==> config.mk <==
export PLATFORM = sky130hd
export DESIGN_NAME = wheel_speed_moving_average_flat
export DESIGN_NICKNAME = d
export VERILOG_FILES = /design/src/design/wsma_pkg.sv /design/src/design/wsma_intf.sv /design/src/design/wsma_lane.sv /design/src/design/wsma_merge.sv /design/src/design/wheel_speed_moving_average.sv /design/src/flat_wrapper.sv
export SDC_FILE = /design/constraint.sdc
export NUM_CORES = 2
export LEC_CHECK = 0
export BUFFER_PORTS_ARGS = -buffer_cell sky130_fd_sc_hd__buf_4
export CAP_MARGIN = 20
export CORE_MARGIN = 2
export CORE_UTILIZATION = 62
export CTS_CLUSTER_DIAMETER = 40
export DETAILED_ROUTE_END_ITERATION = 10
export PLACE_DENSITY = 0.85
export SLEW_MARGIN = 10
export SYNTH_ARGS = -nofsm -noshare
export SYNTH_HDL_FRONTEND = slang
export SYNTH_HIERARCHICAL = 1
export SYNTH_SLANG_ARGS = --single-unit
export TNS_END_PERCENT = 30
==> constraint.sdc <==
create_clock -name clk_i -period 8.5 [get_ports clk_i]
set_input_delay 2.125 -clock clk_i [delete_from_list [all_inputs] [get_ports clk_i]]
set_output_delay 2.125 -clock clk_i [all_outputs]
set_load 0.02 [all_outputs]
==> src/design/wsma_pkg.sv <==
package wsma_pkg;

  localparam int WindowDefault    = 20;
  localparam int AngleBitsDefault = 14;

  localparam int ScaleW   = 24;
  localparam int SpeedW   = 16;
  localparam int FracBits = 16;
  localparam int CfgIdxW  = 2;
  localparam int CfgDataW = 24;

  localparam logic [ScaleW-1:0] ScaleReset = ScaleW'(15000);
  localparam logic InvRightReset = 1'b1;
  localparam logic InvLeftReset  = 1'b0;

  typedef enum logic [CfgIdxW-1:0] {
    CFG_SPEED_SCALE = 2'd0,
    CFG_WRAP_THR    = 2'd1,
    CFG_INV_RIGHT   = 2'd2,
    CFG_INV_LEFT    = 2'd3
  } cfg_idx_e;

  typedef struct packed {
    logic accept;
    logic advance;
  } lane_ctrl_t;

endpackage

==> src/design/wsma_intf.sv <==
interface wsma_in_if #(
  parameter int ANGLE_BITS = 14
);
  logic                  valid;
  logic                  ready;
  logic [ANGLE_BITS-1:0] angle_right;
  logic [ANGLE_BITS-1:0] angle_left;

  modport source (output valid, output angle_right, output angle_left, input ready);
  modport sink   (input valid, input angle_right, input angle_left, output ready);
endinterface

interface wsma_out_if;
  logic               valid;
  logic               ready;
  logic signed [15:0] speed_right;
  logic signed [15:0] speed_left;

  modport source (output valid, output speed_right, output speed_left, input ready);
  modport sink   (input valid, input speed_right, input speed_left, output ready);
endinterface

==> src/design/wsma_lane.sv <==
module wsma_lane
  import wsma_pkg::*;
#(
  parameter int WINDOW     = WindowDefault,
  parameter int ANGLE_BITS = AngleBitsDefault,
  localparam int DeltaW    = ANGLE_BITS + 1,
  localparam int SumW      = DeltaW + $clog2(WINDOW),
  localparam int ProdW     = SumW + ScaleW + 1
) (
  input  logic                    clk_i,
  input  logic                    rst_ni,
  input  lane_ctrl_t              ctrl_i,
  input  logic [ANGLE_BITS-1:0]   angle_i,
  input  logic [ANGLE_BITS-1:0]   thr_i,
  input  logic                    invert_i,
  input  logic [ScaleW-1:0]       scale_i,
  output logic signed [ProdW-1:0] prod_o
);

  localparam logic signed [DeltaW:0] Turn = {2'b01, {ANGLE_BITS{1'b0}}};

  logic [ANGLE_BITS-1:0]    last_q;
  logic signed [DeltaW:0]   diff, thr_s, wrapped;
  logic signed [DeltaW-1:0] delta;
  logic signed [DeltaW-1:0] hist_q [WINDOW];
  logic signed [SumW-1:0]   sum_q, sum_d;
  logic signed [ProdW-1:0]  prod_q;

  always_comb begin
    diff  = $signed({2'b00, angle_i}) - $signed({2'b00, last_q});
    thr_s = $signed({2'b00, thr_i});
    if (diff < -thr_s) begin
      wrapped = diff + Turn;
    end else if (diff > thr_s) begin
      wrapped = diff - Turn;
    end else begin
      wrapped = diff;
    end
    delta = invert_i ? -wrapped[DeltaW-1:0] : wrapped[DeltaW-1:0];
    sum_d = sum_q + SumW'(delta) - SumW'(hist_q[WINDOW-1]);
  end

  // Delay line: newest delta at tap 0, oldest at the last tap
  always_ff @(posedge clk_i or negedge rst_ni) begin
    if (!rst_ni) begin
      last_q <= '0;
      sum_q  <= '0;
      for (int i = 0; i < WINDOW; i++) hist_q[i] <= '0;
    end else if (ctrl_i.accept) begin
      last_q    <= angle_i;
      sum_q     <= sum_d;
      hist_q[0] <= delta;
      for (int i = 1; i < WINDOW; i++) hist_q[i] <= hist_q[i-1];
    end
  end

  always_ff @(posedge clk_i) begin
    if (ctrl_i.advance) begin
      prod_q <= ProdW'(sum_q) * ProdW'($signed({1'b0, scale_i}));
    end
  end

  assign prod_o = prod_q;

endmodule

==> src/design/wsma_merge.sv <==
module wsma_merge
  import wsma_pkg::*;
#(
  parameter int ProdW = 45
) (
  input  logic                     clk_i,
  input  logic                     rst_ni,
  input  logic                     in_valid_i,
  input  logic                     out_ready_i,
  input  logic signed [ProdW-1:0]  prod_right_i,
  input  logic signed [ProdW-1:0]  prod_left_i,
  output lane_ctrl_t               ctrl_o,
  output logic                     out_valid_o,
  output logic signed [SpeedW-1:0] speed_right_o,
  output logic signed [SpeedW-1:0] speed_left_o
);

  localparam int ShW = ProdW - FracBits;

  logic v1_q, v2_q, out_valid_q;
  logic signed [SpeedW-1:0] right_q, left_q;
  lane_ctrl_t ctrl;

  function automatic logic signed [SpeedW-1:0] shift_sat(input logic signed [ProdW-1:0] p);
    logic [ShW-1:0] sh;
    logic           all_one, all_zero;
    sh       = p[ProdW-1:FracBits];
    all_one  = &sh[ShW-1:SpeedW-1];
    all_zero = ~|sh[ShW-1:SpeedW-1];
    if (all_one || all_zero) begin
      return sh[SpeedW-1:0];
    end else if (sh[ShW-1]) begin
      return {1'b1, {(SpeedW-1){1'b0}}};
    end else begin
      return {1'b0, {(SpeedW-1){1'b1}}};
    end
  endfunction

  always_comb begin
    ctrl.advance = !out_valid_q || out_ready_i;
    ctrl.accept  = in_valid_i && ctrl.advance;
  end

  always_ff @(posedge clk_i or negedge rst_ni) begin
    if (!rst_ni) begin
      v1_q        <= 1'b0;
      v2_q        <= 1'b0;
      out_valid_q <= 1'b0;
    end else if (ctrl.advance) begin
      v1_q        <= ctrl.accept;
      v2_q        <= v1_q;
      out_valid_q <= v2_q;
    end
  end

  always_ff @(posedge clk_i) begin
    if (ctrl.advance) begin
      right_q <= shift_sat(prod_right_i);
      left_q  <= shift_sat(prod_left_i);
    end
  end

  assign ctrl_o        = ctrl;
  assign out_valid_o   = out_valid_q;
  assign speed_right_o = right_q;
  assign speed_left_o  = left_q;

endmodule

==> src/design/wheel_speed_moving_average.sv <==
// Wheel speed moving average. Each sample item carries one absolute angle per
// wheel encoder (2**ANGLE_BITS counts per turn). Per wheel, a lane forms the
// delta against the previous angle (the first previous angle after reset is
// zero), corrects one full turn when the delta passes +-wrap_threshold,
// optionally negates it, and keeps a running sum over the last WINDOW deltas
// held in a shift line that starts at zero. The sum times the unsigned Q8.16
// speed_scale, floored by 2**16 and saturated to 16-bit signed, is the speed
// in mm/s. Each item yields exactly one result item holding both speeds.
// Throughput is one item per clock while no finished result waits. The path
// holds three registers: the running-sum register (loaded at the accepting
// edge), the product register and the output register; result valid follows
// the item through them. The product and output registers advance whenever
// the output register is empty or being taken; the sum register then loads
// only if an item is accepted. Ready drops only while a finished result waits.
// Registers (cfg_idx_i): 0 speed_scale, 1 wrap_threshold, 2 invert_right,
// 3 invert_left; write them only while the block is idle.
module wheel_speed_moving_average
  import wsma_pkg::*;
#(
  parameter int WINDOW     = WindowDefault,
  parameter int ANGLE_BITS = AngleBitsDefault
) (
  input  logic                clk_i,
  input  logic                rst_ni,
  input  logic                cfg_we_i,
  input  logic [CfgIdxW-1:0]  cfg_idx_i,
  input  logic [CfgDataW-1:0] cfg_data_i,
  wsma_in_if.sink             sample_i,
  wsma_out_if.source          result_o
);

  localparam int ProdW = ANGLE_BITS + 1 + $clog2(WINDOW) + ScaleW + 1;
  // Default threshold: five sixths of a turn
  localparam logic [ANGLE_BITS-1:0] ThrReset = ANGLE_BITS'(((1 << ANGLE_BITS) * 5) / 6);

  logic [ScaleW-1:0]      scale_q;
  logic [ANGLE_BITS-1:0]  thr_q;
  logic                   inv_right_q, inv_left_q;
  lane_ctrl_t             ctrl;
  logic signed [ProdW-1:0] prod_right, prod_left;

  // Hold configuration; ignore nothing, every index is a register
  always_ff @(posedge clk_i or negedge rst_ni) begin
    if (!rst_ni) begin
      scale_q     <= ScaleReset;
      thr_q       <= ThrReset;
      inv_right_q <= InvRightReset;
      inv_left_q  <= InvLeftReset;
    end else if (cfg_we_i) begin
      case (cfg_idx_e'(cfg_idx_i))
        CFG_SPEED_SCALE: scale_q     <= cfg_data_i[ScaleW-1:0];
        CFG_WRAP_THR:    thr_q       <= cfg_data_i[ANGLE_BITS-1:0];
        CFG_INV_RIGHT:   inv_right_q <= cfg_data_i[0];
        CFG_INV_LEFT:    inv_left_q  <= cfg_data_i[0];
        default: ;
      endcase
    end
  end

  // One lane per wheel, sharing the control from the merge stage
  wsma_lane #(.WINDOW(WINDOW), .ANGLE_BITS(ANGLE_BITS)) u_lane_right (
    .clk_i    (clk_i),
    .rst_ni   (rst_ni),
    .ctrl_i   (ctrl),
    .angle_i  (sample_i.angle_right),
    .thr_i    (thr_q),
    .invert_i (inv_right_q),
    .scale_i  (scale_q),
    .prod_o   (prod_right)
  );

  wsma_lane #(.WINDOW(WINDOW), .ANGLE_BITS(ANGLE_BITS)) u_lane_left (
    .clk_i    (clk_i),
    .rst_ni   (rst_ni),
    .ctrl_i   (ctrl),
    .angle_i  (sample_i.angle_left),
    .thr_i    (thr_q),
    .invert_i (inv_left_q),
    .scale_i  (scale_q),
    .prod_o   (prod_left)
  );

  // Shift, saturate and pack both speeds into the output register
  wsma_merge #(.ProdW(ProdW)) u_merge (
    .clk_i         (clk_i),
    .rst_ni        (rst_ni),
    .in_valid_i    (sample_i.valid),
    .out_ready_i   (result_o.ready),
    .prod_right_i  (prod_right),
    .prod_left_i   (prod_left),
    .ctrl_o        (ctrl),
    .out_valid_o   (result_o.valid),
    .speed_right_o (result_o.speed_right),
    .speed_left_o  (result_o.speed_left)
  );

  assign sample_i.ready = ctrl.advance;

endmodule

==> src/flat_wrapper.sv <==
// flat-port wrapper written by rule: the top's interface ports become plain ports
module wheel_speed_moving_average_flat import wsma_pkg::*;
#(
  parameter int WINDOW     = WindowDefault,
  parameter int ANGLE_BITS = AngleBitsDefault
)
  (clk_i, rst_ni, cfg_we_i, cfg_idx_i, cfg_data_i, sample_i_valid, sample_i_angle_right, sample_i_angle_left, sample_i_ready, result_o_valid, result_o_speed_right, result_o_speed_left, result_o_ready);
  wsma_in_if #(.ANGLE_BITS(ANGLE_BITS)) sample_i_i ();
  wsma_out_if result_o_i ();
  input  logic clk_i;
  input  logic rst_ni;
  input  logic cfg_we_i;
  input  logic [CfgIdxW-1:0] cfg_idx_i;
  input  logic [CfgDataW-1:0] cfg_data_i;
  input wire logic [$bits(sample_i_i.valid)-1:0] sample_i_valid;
  input wire logic [$bits(sample_i_i.angle_right)-1:0] sample_i_angle_right;
  input wire logic [$bits(sample_i_i.angle_left)-1:0] sample_i_angle_left;
  output wire logic [$bits(sample_i_i.ready)-1:0] sample_i_ready;
  output wire logic [$bits(result_o_i.valid)-1:0] result_o_valid;
  output wire logic [$bits(result_o_i.speed_right)-1:0] result_o_speed_right;
  output wire logic [$bits(result_o_i.speed_left)-1:0] result_o_speed_left;
  input wire logic [$bits(result_o_i.ready)-1:0] result_o_ready;
  assign sample_i_i.valid = sample_i_valid;
  assign sample_i_i.angle_right = sample_i_angle_right;
  assign sample_i_i.angle_left = sample_i_angle_left;
  assign sample_i_ready = sample_i_i.ready;
  assign result_o_valid = result_o_i.valid;
  assign result_o_speed_right = result_o_i.speed_right;
  assign result_o_speed_left = result_o_i.speed_left;
  assign result_o_i.ready = result_o_ready;
  wheel_speed_moving_average #(.WINDOW(WINDOW), .ANGLE_BITS(ANGLE_BITS)) u_core (.clk_i(clk_i), .rst_ni(rst_ni), .cfg_we_i(cfg_we_i), .cfg_idx_i(cfg_idx_i), .cfg_data_i(cfg_data_i), .sample_i(sample_i_i), .result_o(result_o_i));
endmodule
==> results.yml <==
min_path:
  hold_path_class: "register to register"
die:
  dieWidth_um: 334.8
  fp.coreArea_mm2: 0.1087
  dieHeight_um: 334.8
  floorplan.initialDensity: 0.6240
  die_area_mm2: 0.1121
  rows: 121
  io-pin-count: 93
final_layout:
  final_cells: 7805
  final_cell_mix: "inv_1, fa_1, dfrtp_1"
  seq_area_mm2: 0.02052
  nets: 7676
  nFillCells: 7603
  layout_commonest_cell: "inv_1"
  synthToLayoutAreaGrowth_pct: 8.657
  multiInputGateArea_mm2: 0.04229
  post-route-util: 0.6780
  drive_gt1_frac: 0.1660
timing:
  tightest_slew_ns: 1.168
  final_hold_viol_count: 0
  layout_min_cycle_time_ns: 8.176
  tns_ns: 0
  rsz0062_at_grt: "no"
  slew_headroom: 0.2216
  finalMaxSlewViolations: 0
  fin_skew_ns: 0.03692
  post-route-period-util: 0.9619
  setup_viol_count_final: 0
  fmax_mhz: 122.3
global_route:
  grt_pass1_wl_um: 256800
  grt_max_degree: 206
  antenna_found_initial: 7
  grt_use_total: 0.2894
  overflow: 0
  grt_pass1_vias: 49366
clock_network:
  clock_sinks: 801
  postCtsSetupRepairBufs: 0
  cts_inserted_buffers: 106
  clkLatencyLatePin_ns: 0.72
  clkTransAtPathRegs_ns: 0.06
  cts_max_path_buffers: 3
  postCtsHoldBufs: 0
  cts_root_buf: "clkbuf_16"
  cts_tree: "built"
  cts-resized-gates: 0
  h-tree-depth: 3
route:
  drt-total-wl_um: 156900
  drtAntennaViolNets: 0
  wire_per_inst_um: 20.11
  first_pass_iters: 10
  route.vias.total: 45365
  post_drt_via_cell_ratio: 5.812
  drcViolationCount: 1
  drt-initial-drc-count: 3590
setup_path:
  end_kind: "register"
  cp-start-kind: "register"
  cp.arrival_ns: 8.62
  crit_path_top_delay_cell: "dfrtp_1"
  cpPeakStageDelay_ns: 1.02
  cpMostUsedCell: "fa_1"
  crit_chain: "buf_4 > nand2_1 > fa_1 > inv_1 > fa_1 > fa_1 > fa_1 > fa_1 > fa_1 > inv_1 > fa_1 > inv_1 > ha_1 > and3_1 > nand3_1 > a211oi_1 > o21ai_0 > o31ai_1 > buf_4 > nor2b_1 > a31oi_1 > xnor2_1"
  path_max_fanout: 20
  required_ns: 8.95
  critPathKind: "register to register"
place:
  dp.cells: 7601
  portBuffers: 92
  dpl.hpwl_um: 114700
  place_congestion: 0.9379
yosys:
  postSynthCellCount: 6291
  synth_area_mm2: 0.06783
  synth_nets: 7670
  syn_area_per_cell_um2: 10.78
  yosys_warnings: 6
status:
  violations: "DRC"
  status: "complete, but fails checks"
job:
  drv_cap: 0
==> critical path, delay by kind of cell, from the launching register on <==
family	cells	cell delay (ns)
buf+inv	5	0.63
xor+xnor	1	0.16
simple gates	4	0.73
flops	1	1.02
compound gates	4	1.25
fa+ha+maj	8	4.09
==> stage by stage <==
stage	hold slack (ns)	setup WS, ns	cell area, um^2
3_3_place_gp	0.4504	0.4316	69990
3_5_place_dp	0.4568	0.3475	69990
4_1_cts	0.4706	0.4176	73680
6_report	0.4741	0.3241	73700
5_1_grt	0.5026	0.02594	73700
2_1_floorplan	0.4305	1.021	67830
==> sequential cells by signal, summed over array words and instances, names as in the netlist, 14 cells and up <==
name	count
u_core/thr_q	14
u_core/u_lane_right/last_q	14
u_core/scale_q	24
u_core/u_lane_right/prod_o	29
u_core/u_lane_left/hist_q	300
u_core/u_lane_right/sum_q	20
u_core/u_lane_left/last_q	14
u_core/u_lane_left/sum_q	20
u_core/u_lane_right/hist_q	300
u_core/u_lane_left/prod_o	29
u_core/u_merge/speed_right_o	16
u_core/u_merge/speed_left_o	16
==> routing by layer <==
metal,share of wire,global-route usage
met3,0.088,0.06847
met4,0.046,0.1310
met1,0.39,0.3672
met5,0.00065,0.002605
met2,0.48,0.4737
==> layout make-up <==
class,instances,area share
tap,1414,0.02400
inverter,1023,0.05210
antenna,1,0.00003395
clock buffer,136,0.03959
multi-input combinational,4171,0.5737
clock inverter,65,0.01056
sequential,801,0.2784
timing repair buffer,194,0.02156
==> worst paths after layout <==
path / end / slack [ns] / start / depth (start not counted)
min in group asynchronous: u_core/u_lane_right/hist_q[155] / 1.44 / rst_ni / 1
hold reg to reg: u_core/u_merge/out_valid_o / 0.47 / u_core/u_merge/v2_q / 1
setup / recovery: u_core/u_lane_left/prod_o[38] / 0.32 / u_core/scale_q[10] / 22
setup reg to reg: u_core/u_lane_left/prod_o[38] / 0.32 / u_core/scale_q[10] / 22
max in group asynchronous: u_core/u_lane_right/hist_q[142] / 5.60 / rst_ni / 2
hold / removal: u_core/u_merge/out_valid_o / 0.47 / u_core/u_merge/v2_q / 1
Power is not shown: default switching activity piles up to over one toggle a cycle in this logic, so the estimate is an artifact.
